### src/vgpd_pkg.sv
`default_nettype none
// ----------------------------------------------------------------------------
// Voxel grid point de-duplicator package
// Shared widths, codes and command/status types for the de-duplicator.
// ----------------------------------------------------------------------------
package vgpd_pkg;

   localparam int KeySlots  = 8192;
   localparam int MaxKept   = 4096;
   localparam int AxisBits  = 21;
   localparam int SlotBits  = $clog2(KeySlots);
   localparam int CountBits = 13;
   localparam int KeyBits   = 3 * AxisBits;
   localparam int CoordBits = 24;
   localparam int SizeBits  = 16;
   localparam int CsrIdxBits  = 1;
   localparam int CsrDataBits = 16;
   localparam int EpochBits = 8;

   localparam logic [AxisBits-1:0] AxisBias = AxisBits'(1 << 20);
   localparam logic [31:0] HashMult = 32'd2654435761;

   typedef enum logic [CsrIdxBits-1:0] {
      CSR_EDGE_LEN  = 1'b0,
      CSR_POINT_CAP = 1'b1
   } csr_index_type;

   typedef enum logic [1:0] {
      ST_KEPT      = 2'd0,
      ST_DUPLICATE = 2'd1,
      ST_DROPPED   = 2'd2,
      ST_CLEARED   = 2'd3
   } status_type;

   typedef struct packed {
      logic     [0:0] op;
      logic signed [CoordBits-1:0] coord_x;
      logic signed [CoordBits-1:0] coord_y;
      logic signed [CoordBits-1:0] coord_z;
   } req_word_type;

   typedef struct packed {
      logic [1:0]           status;
      logic [KeyBits-1:0]   voxel_key;
      logic signed [CoordBits-1:0] out_x;
      logic signed [CoordBits-1:0] out_y;
      logic signed [CoordBits-1:0] out_z;
      logic [CountBits-1:0] kept_count;
   } rsp_word_type;

   // Commands from the controller to the datapath.
   typedef struct packed {
      logic load;       // latch the request word
      logic div_start;  // start the three floor divisions
      logic hash;       // compute the home slot from the key
      logic rd;         // issue a table read at the probe slot
      logic step;       // advance probe slot
      logic insert;     // write key at probe slot and count it
      logic clear;      // open a new epoch and zero the count
      logic wipe;       // write an invalid mark to the wipe slot (after reset and on epoch wrap)
      logic [1:0] status;
      logic set_status;
   } dp_cmd_type;

   // Status from the datapath to the controller.
   typedef struct packed {
      logic is_clear;
      logic div_done;
      logic capped;
      logic slot_free;
      logic key_match;
      logic probe_last;
      logic wipe_last;
      logic epoch_wrap;
   } dp_sts_type;

   function automatic logic [SlotBits-1:0] slot_of(input logic [KeyBits-1:0] key);
      logic [AxisBits-1:0] h;
      logic [AxisBits+31:0] p;
      h = key[AxisBits-1:0] ^ key[2*AxisBits-1:AxisBits] ^ key[KeyBits-1:2*AxisBits];
      p = (AxisBits+32)'(h) * (AxisBits+32)'(HashMult);
      return p[8 +: SlotBits];
   endfunction

endpackage
`default_nettype wire

### src/vgpd_ctrl.sv
`default_nettype none
// ----------------------------------------------------------------------------
// De-duplicator controller
// Sequences division, hashing, probing, insertion and clearing.
// ----------------------------------------------------------------------------
module vgpd_ctrl (
   input  wire logic                 clock,
   input  wire logic                 reset,
   input  wire logic                 req_valid,
   output logic                      req_ready,
   output logic                      rsp_valid,
   input  wire logic                 rsp_ready,
   output vgpd_pkg::dp_cmd_type      cmd,
   input  wire vgpd_pkg::dp_sts_type sts
);
   import vgpd_pkg::*;

   typedef enum logic [9:0] {
      S_IDLE  = 10'b0000000001,
      S_DECODE= 10'b0000000010,
      S_DIV   = 10'b0000000100,
      S_HASH  = 10'b0000001000,
      S_READ  = 10'b0000010000,
      S_CHECK = 10'b0000100000,
      S_WIPE  = 10'b0001000000,
      S_RESP  = 10'b0010000000,
      S_START = 10'b0100000000,
      S_INIT  = 10'b1000000000
   } state_type;

   state_type state_ff, state_in;

   always_comb begin
      state_in  = state_ff;
      cmd       = '0;
      req_ready = 1'b0;
      rsp_valid = 1'b0;
      unique case (state_ff)
         // The table contents are unknown after reset, so sweep it once.
         S_INIT: begin
            cmd.wipe = 1'b1;
            if (sts.wipe_last) state_in = S_IDLE;
         end
         S_IDLE: begin
            req_ready = 1'b1;
            if (req_valid) begin
               cmd.load = 1'b1;
               state_in = S_DECODE;
            end
         end
         S_DECODE: begin
            if (sts.is_clear) begin
               cmd.clear      = 1'b1;
               cmd.set_status = 1'b1;
               cmd.status     = ST_CLEARED;
               // The epoch mark is about to wrap: wipe the table first.
               state_in = sts.epoch_wrap ? S_WIPE : S_RESP;
            end else begin
               cmd.div_start = 1'b1;
               state_in      = S_START;
            end
         end
         S_START: state_in = S_DIV;
         S_DIV: if (sts.div_done) state_in = S_HASH;
         S_HASH: begin
            cmd.hash = 1'b1;
            state_in = S_READ;
         end
         S_READ: begin
            if (sts.capped) begin
               cmd.set_status = 1'b1;
               cmd.status     = ST_DROPPED;
               state_in       = S_RESP;
            end else begin
               cmd.rd   = 1'b1;
               state_in = S_CHECK;
            end
         end
         S_CHECK: begin
            if (sts.slot_free) begin
               cmd.insert     = 1'b1;
               cmd.set_status = 1'b1;
               cmd.status     = ST_KEPT;
               state_in       = S_RESP;
            end else if (sts.key_match) begin
               cmd.set_status = 1'b1;
               cmd.status     = ST_DUPLICATE;
               state_in       = S_RESP;
            end else if (sts.probe_last) begin
               cmd.set_status = 1'b1;
               cmd.status     = ST_DROPPED;
               state_in       = S_RESP;
            end else begin
               cmd.step = 1'b1;
               state_in = S_READ;
            end
         end
         S_WIPE: begin
            cmd.wipe = 1'b1;
            if (sts.wipe_last) state_in = S_RESP;
         end
         S_RESP: begin
            rsp_valid = 1'b1;
            if (rsp_ready) state_in = S_IDLE;
         end
         default: state_in = S_IDLE;
      endcase
   end

   always_ff @(posedge clock) begin
      if (reset) state_ff <= S_INIT;
      else       state_ff <= state_in;
   end

endmodule
`default_nettype wire

### config.mk
export PLATFORM = sky130hd
export DESIGN_NAME = vgpd_ctrl
export DESIGN_NICKNAME = d
export VERILOG_FILES = /design/src/vgpd_pkg.sv /design/src/vgpd_ctrl.sv
export SDC_FILE = /design/constraint.sdc
export NUM_CORES = 1
export LEC_CHECK = 0
export ABC_AREA = 1
export BUFFER_PORTS_ARGS = -buffer_cell sky130_fd_sc_hd__buf_2
export CAP_MARGIN = 20
export CORE_ASPECT_RATIO = 1.1
export CORE_MARGIN = 2
export CORE_UTILIZATION = 35
export CTS_BUF_LIST = sky130_fd_sc_hd__clkbuf_2 sky130_fd_sc_hd__clkbuf_4 sky130_fd_sc_hd__clkbuf_8
export DETAILED_ROUTE_END_ITERATION = 7
export SLEW_MARGIN = 10
export SYNTH_ARGS = -nofsm -noshare
export SYNTH_HDL_FRONTEND = slang
export SYNTH_SLANG_ARGS = --single-unit
export TNS_END_PERCENT = 30
### constraint.sdc
create_clock -name clock -period 1.8 [get_ports clock]
set_input_delay 0.54 -clock clock [delete_from_list [all_inputs] [get_ports clock]]
set_output_delay 0.54 -clock clock [all_outputs]
set_load 0.01 [all_outputs]
# Yosys cells after proc, flatten, opt, wreduce, memory -nomap -nowiden
# Index checks and enable logic that the tools add are counted.
# totals
register_bits	10
in_bits	12
output_inout_bits	13
word_cells	53
# classes
n_eq_ne	15
mux	35
n_reduce_logical	2
# op_table
op	n
case mux 10 bit (10 select lines)	1
2-to-1 mux 10 bit	5
2-to-1 mux 8 bit	5
2-to-1 mux 1 bit	16
2-to-1 mux 3 bit	5
equality test 10 x 1 -> 1 bit (second input constant)	1
equality test 10 bit (second input constant)	1
equality test 10 x 2 -> 1 bit (second input constant)	1
equality test 10 x 3 -> 1 bit (second input constant)	1
equality test 10 x 4 -> 1 bit (second input constant)	1
equality test 10 x 5 -> 1 bit (second input constant)	1
equality test 10 x 6 -> 1 bit (second input constant)	1
equality test 10 x 7 -> 1 bit (second input constant)	1
equality test 10 x 8 -> 1 bit (second input constant)	1
equality test 10 x 9 -> 1 bit (second input constant)	1
inequality test 2 bit (second input constant)	5
2-to-1 mux 9 bit	1
case mux 3 bit (3 select lines)	1
AND reduction 5 bit	1
2-to-1 mux 2 bit	1
OR reduction 2 bit	1

# Depth between registers and ports, before layout
# Gate-level depths: netlist of the first run.
# depth
ltp_word	4
mapped_depth	10
depth_no_buf	10

# Worst setup path after synthesis of the first run
# Ideal clock, no wire load.
# synth_path
kind	register to output
startpoint	reg state_ff[6]
endpoint	out cmd[2] in the netlist's numbering
arrival_ps	1255
required_time_ps	1260
setup_slack_ps	5
stages_incl_launch_ff	8
n_path_buf	0
cell_sequence	dfxtp_1 -> nor2_2 -> nand2_4 -> nor2_1 -> nand2_1 -> nor2_1 -> inv_1 -> o211ai_1
# synth_rtl
element	line	rtl
from (decl)	vgpd_ctrl.sv:31	state_type state_ff, state_in;
from (signal assigned)	vgpd_ctrl.sv:112	else state_ff <= state_in;
to (decl)	vgpd_ctrl.sv:13	output vgpd_pkg::dp_cmd_type cmd,

==> results of run 1 <==
-- per-stage QoR --
| step | total power (µW) | util | hold slack [ps] | cells |
|---|---|---|---|---|
| final | 661 | 0.566 | 463 | 188 |
| after global routing | 696 | 0.566 | 469 | 188 |
| after CTS | 654 | 0.547 | 444 | 188 |
| after detailed placement | 458 | 0.468 | 483 | 179 |
| after global placement | 454 | 0.468 | 485 | 179 |
| after floorplan | 390 | - | 466 | 123 |
-- cells by family after synthesis --
| family | count (synthesis) | synth area share |
|---|---|---|
| simple gates | 76 | 0.504 |
| buf+inv | 28 | 0.143 |
| flops | 10 | 0.260 |
| compound gates | 9 | 0.0927 |
-- area by class of cell --
type / instances / area [µm²]
sequential: 10 / 213
multi-input combinational: 85 / 557
inverter: 27 / 103
fill: 202 / 887
tap: 28 / 35.0
clock buffer: 3 / 22.5
timing repair buffer: 35 / 225
-- placed cells by master, fill, tap and decap left out, types with 4 or more instances in the layout --
master,instances
nor2_1,11
dfxtp_2,7
nand2_1,18
nand2_2,6
nor2_2,5
buf_4,10
nand3_1,10
buf_6,4
inv_1,22
nor2_4,13
inv_2,4
buf_2,21
-- Yosys cell counts (all sizes together) --
library cell   n
o211ai         1
nor2          29
inv           26
o21ai          2
and2           1
buf            1
nand3         12
nor3           4
dfxtp         10
o31ai          1
nand2         27
o21a           1
nand4          3
clkinv         1
a21oi          4
-- timing repair --
| item | 4_1_cts | 5_1_grt |
|---|---|---|
| setup buffers | 6 | 0 |
| pin swaps | 6 | 4 |
| gates resized for setup | 28 | 12 |
| setup endpoints to repair | 12 | 13 |
-- worst paths after layout --
check,startpoint,to
max,state_ff[2],cmd[2]
min reg2reg,state_ff[6],state_ff[6]
max reg2reg,state_ff[9],state_ff[2]
min,sts[5],state_ff[5]
-- worst reg2reg max path: stages (launching register included) --
cell and delay [ps]:
dfxtp_1 380, nor2_4 50, buf_4 130, nand2_2 120, nor2_4 70, nand3_1 120, nand3_2 100, nor2_4 220
clkinv_2 120, nor2_1 100, nor2_1 50
-- power breakdown --
group          total (µW)  internal (µW)  switching [µW]
clock network         161           77.4            83.2
registers             246            233            13.0
logic                 254            102             152
-- routing by layer --
metal / global-route usage / routed length (µm) / share of wire / vias up
li1: - / - / - / 453
met1: 0.185 / 861 / 0.42 / 384
met2: 0.329 / 1020 / 0.50 / 26
met3: 0.0282 / 92 / 0.045 / 6
met4: 0.152 / 67 / 0.033 / 0
met5: 0 / 0 / 0 / -
==> results.yml, run 1 <==
synth:
  synth_area_leaders: "dfxtp_1 26%, inv_1 12%, nand2_1 10%"
  syn-instance-count: 123
  yosysTopAreaCellShare: 0.260
  synth.avg_cell_area_um2: 6.26
  synth_largest_area_cell: "dfxtp_1"
  netlist_area_um2: 769
  seq_area_frac_synth: 0.260
  yosys_warnings: 0
  synth_nets: 135
  ys_types: 25
  synth_seq_cells: 10
setup_path:
  cp-end-kind: "output port"
  ff2ff_path_depth: 10
  worst-path-buf-inv: 1
  crit_fanout: 5
  r2r_slack_ps: 240
  critical_path.cell_chain: "nor2_2, nand2_2, nor2_4, nand2_4, o211ai_1, buf_2"
  critical_path_class: "reg -> out"
  cp_top_family: "simple AND/OR/NAND/NOR gates"
  slowest_delay_ps: 340
  worst-endpoint-required_ps: 1260
  path_depth: 6
  cp_slowest_cell: "dfxtp_2"
  start_kind: "register"
  crit_arrival_ps: 1400
sta:
  period_share: 1.08
  drv_slew: 0
  worst_pin_slew_ps: 258
  setup_slack_ps: -142
  setup_viol: 12
  maxSlewHeadroom: 0.826
  clock_skew_ps: 1.98
  rsz0062_at_grt: "true"
  finalHoldViolCount: 0
  finalSetupTns_ps: -936
  period_minus_slack_ps: 1940
  fmax_mhz: 515
grt:
  grt_pass1_vias: 877
  grt_pass1_wl_um: 3550
  grt_overflow_total: 0
  antenna_found_initial: 0
  grt_max_degree: 8
  grt_usage: 0.181
pwr:
  power.density_nw_per_um2: 572
  p_leak_uw: 0.000624
  peakVddDrop_mv: 0.443
worst_hold_path:
  min_path_cells: 2
  min_path_type: "in -> reg"
final_layout:
  nNetsFinal: 174
  fin_area_um2: 1150
  largest_reg_flops: 10
  drive_above_1_share: 0.538
  largestRegisters: "state_ff: 10 flops"
  area_growth_syn_to_layout_pct: 50.1
  diodes: 0
  top_register: "state_ff"
place:
  post_dp_cell_area_um2: 955
  pre_cts_slack_ps: 20.8
  gp_congestion: 0.818
  place_hpwl_um: 1570
  io_buffers: 24
floorplanning:
  rows: 17
  core_region_area_um2: 2040
  die_w_um: 48.7
  die-area_um2: 2590
  io_pins: 25
  initial_utilization: 0.377
  die_y_um: 53.2
run_status:
  outcome: "finished, violations left"
  failed_checks: "negative setup slack"
cts:
  cts_root_buffer: "clkbuf_4"
  postCtsHoldBufs: 0
  cts_buffer_depth: 2
  clk_pin_slew_worst_paths_ps: 70
  cts_buffers: 3
  cts.sinks: 10
  cts_tree: "built"
  cts_max_level: 1
  clock_latency_ps: 270
route:
  wirelength_um: 2040
  drt_iter0_drc: 18
  drc_errors: 0
  dr.pass1.iters: 4
  ant_nets: 0
  via_count: 869
  vias_per_cell: 4.62
  detail_route.wl_per_cell_um: 10.9
run:
  drv_cap: 0
Note: power is estimated with default switching activity, not from simulation.
==> inputs of run 2 (changes only) <==
- CORE_ASPECT_RATIO: 1.1 -> default
- CORE_UTILIZATION: 35 -> 50
- PLACE_DENSITY: default -> 0.79
==> run 2 against run 1 <==
  * The run still ends with negative setup slack left
  * Setup slack better by 6.5 ps
  * Fmax is 0.34% higher
  * Sequential power is 2% higher
  * Critical path depth stayed put
  * Routed wire length is 9.0% higher
  * Die area is 28% lower
  * Register-to-register slack better by 40 ps
  * Combinational power hardly changed
  * Via count is 2.8% higher
==> results.yml, run 2 (synthesized netlist as in run 1, its figures left out) <==
route:
  vias_per_cell: 5.22
  wirelength_um: 2230
  drt_iter0_drc: 23
  dr.pass1.iters: 5
  via_count: 893
  detail_route.wl_per_cell_um: 13.0
  ant_nets: 0
  drc_errors: 0
place:
  place_hpwl_um: 1540
  pre_cts_slack_ps: 53.9
  gp_congestion: 0.798
  dpl.cell_count: 168
  io_buffers: 24
sta:
  drv_slew: 0
  period_minus_slack_ps: 1940
  finalHoldViolCount: 0
  clock_skew_ps: 2.49
  whs_ps: 460
  period_share: 1.08
  rsz0062_at_grt: "true"
  finalSetupTns_ps: -985
  setup_slack_ps: -135
  maxSlewHeadroom: 0.819
  worst_pin_slew_ps: 270
  setup_viol: 12
  fmax_mhz: 517
run:
  drv_cap: 0
final_layout:
  multi_input_area_um2: 552
  seqCellArea_um2: 215
  fillers: 117
  nNetsFinal: 169
  largest_reg_flops: 10
  area_growth_syn_to_layout_pct: 43.7
  drive_above_1_share: 0.535
  largestRegisters: "state_ff: 10 flops"
  diodes: 0
  final_common_cell: "inv_1"
  final_cells: 171
  top_register: "state_ff"
  final_cell_mix: "21 x inv_1, 20 x buf_2, 17 x nand2_1"
cts:
  cts_root_buffer: "clkbuf_4"
  clk_pin_slew_worst_paths_ps: 70
  cts_tree: "built"
  cts_buffers: 3
  cts_max_level: 1
  clock_latency_ps: 270
  cts_setup_buffers: 0
  cts.sinks: 10
  cts_buffer_depth: 2
  postCtsHoldBufs: 0
floorplanning:
  initial_utilization: 0.523
  core_region_area_um2: 1470
  die_w_um: 43.2
  io_pins: 25
  die-area_um2: 1870
  die_y_um: 43.2
  rows: 14
setup_path:
  crit_fanout: 5
  cp-end-kind: "output port"
  critical_path_class: "reg -> out"
  crit_arrival_ps: 1400
  worst-endpoint-required_ps: 1260
  start_kind: "register"
grt:
  grt_max_degree: 8
  grt_pass1_wl_um: 3660
  grt_usage: 0.268
  grt_overflow_total: 0
  antenna_found_initial: 0
  grt_pass1_vias: 856
pwr:
  p_clk_frac: 0.239
  net-switching-power_uw: 251
  p_seq_frac: 0.381
  p_leak_uw: 0.000585
  power.density_nw_per_um2: 598
  p_int_uw: 410
  switching_share: 0.379
  power_frac_comb: 0.380
  peakVddDrop_mv: 0.532
worst_hold_path:
  min_path_type: "in -> reg"
run_status:
  outcome: "finished, violations left"
  failed_checks: "negative setup slack"
run 2: metrics by stage:
| step | instance area [µm²] | power (µW) | util |
|---|---|---|---|
| 3_3_place_gp | 947 | 453 | 0.644 |
| 3_5_place_dp | 947 | 458 | 0.644 |
| 4_1_cts | 1100 | 652 | 0.747 |
| 2_1_floorplan | 769 | 390 | - |
| 5_1_grt | 1110 | 694 | 0.752 |
| 6_report | 1110 | 661 | 0.752 |
run 2: per-layer routing:
| metal | wire, µm | GRT usage |
|---|---|---|
| met5 | 0 | 0 |
| met4 | 59 | 0.133 |
| met3 | 113 | 0.0426 |
| met2 | 1110 | 0.433 |
| met1 | 940 | 0.341 |
run 2: final timing paths:
kind / cells past startpoint / startpoint / slack (ps) / endpoint
max: 6 / state_ff[9] / -140 / cmd[1]
min: 2 / sts[5] / 460 / state_ff[5]
max reg2reg: 10 / state_ff[3] / 280 / state_ff[6]
min reg2reg: 2 / state_ff[0] / 530 / state_ff[0]
run 2: power groups by stage:
stage | clock (µW) | sequential [µW] | combinational [µW]
6_report | 158 | 252 | 252
5_1_grt | 167 | 252 | 275
4_1_cts | 159 | 250 | 243
3_5_place_dp | 0 | 249 | 209
3_3_place_gp | 0 | 248 | 205
2_1_floorplan | 0 | 247 | 144
run 2: final cells by class:
type / instances / share of cell area
repair buffers: 30 / 0.175
clock buffers: 3 / 0.0204
inverters: 27 / 0.0928
well taps: 16 / 0.0181
multi-input cells: 85 / 0.499
flip-flops and latches: 10 / 0.195
run 2: worst max-delay path, stage by stage (launching register included):
cell	delay [ps]
dfxtp_2	330
nor2_4	120
inv_2	70
nor2_4	140
nand2_2	110
o31ai_1	190
buf_2	160
run 2: what timing repair did:
item	CTS	global route
resized for setup	39	4
setup endpoints to repair	12	12
pin swaps	6	2
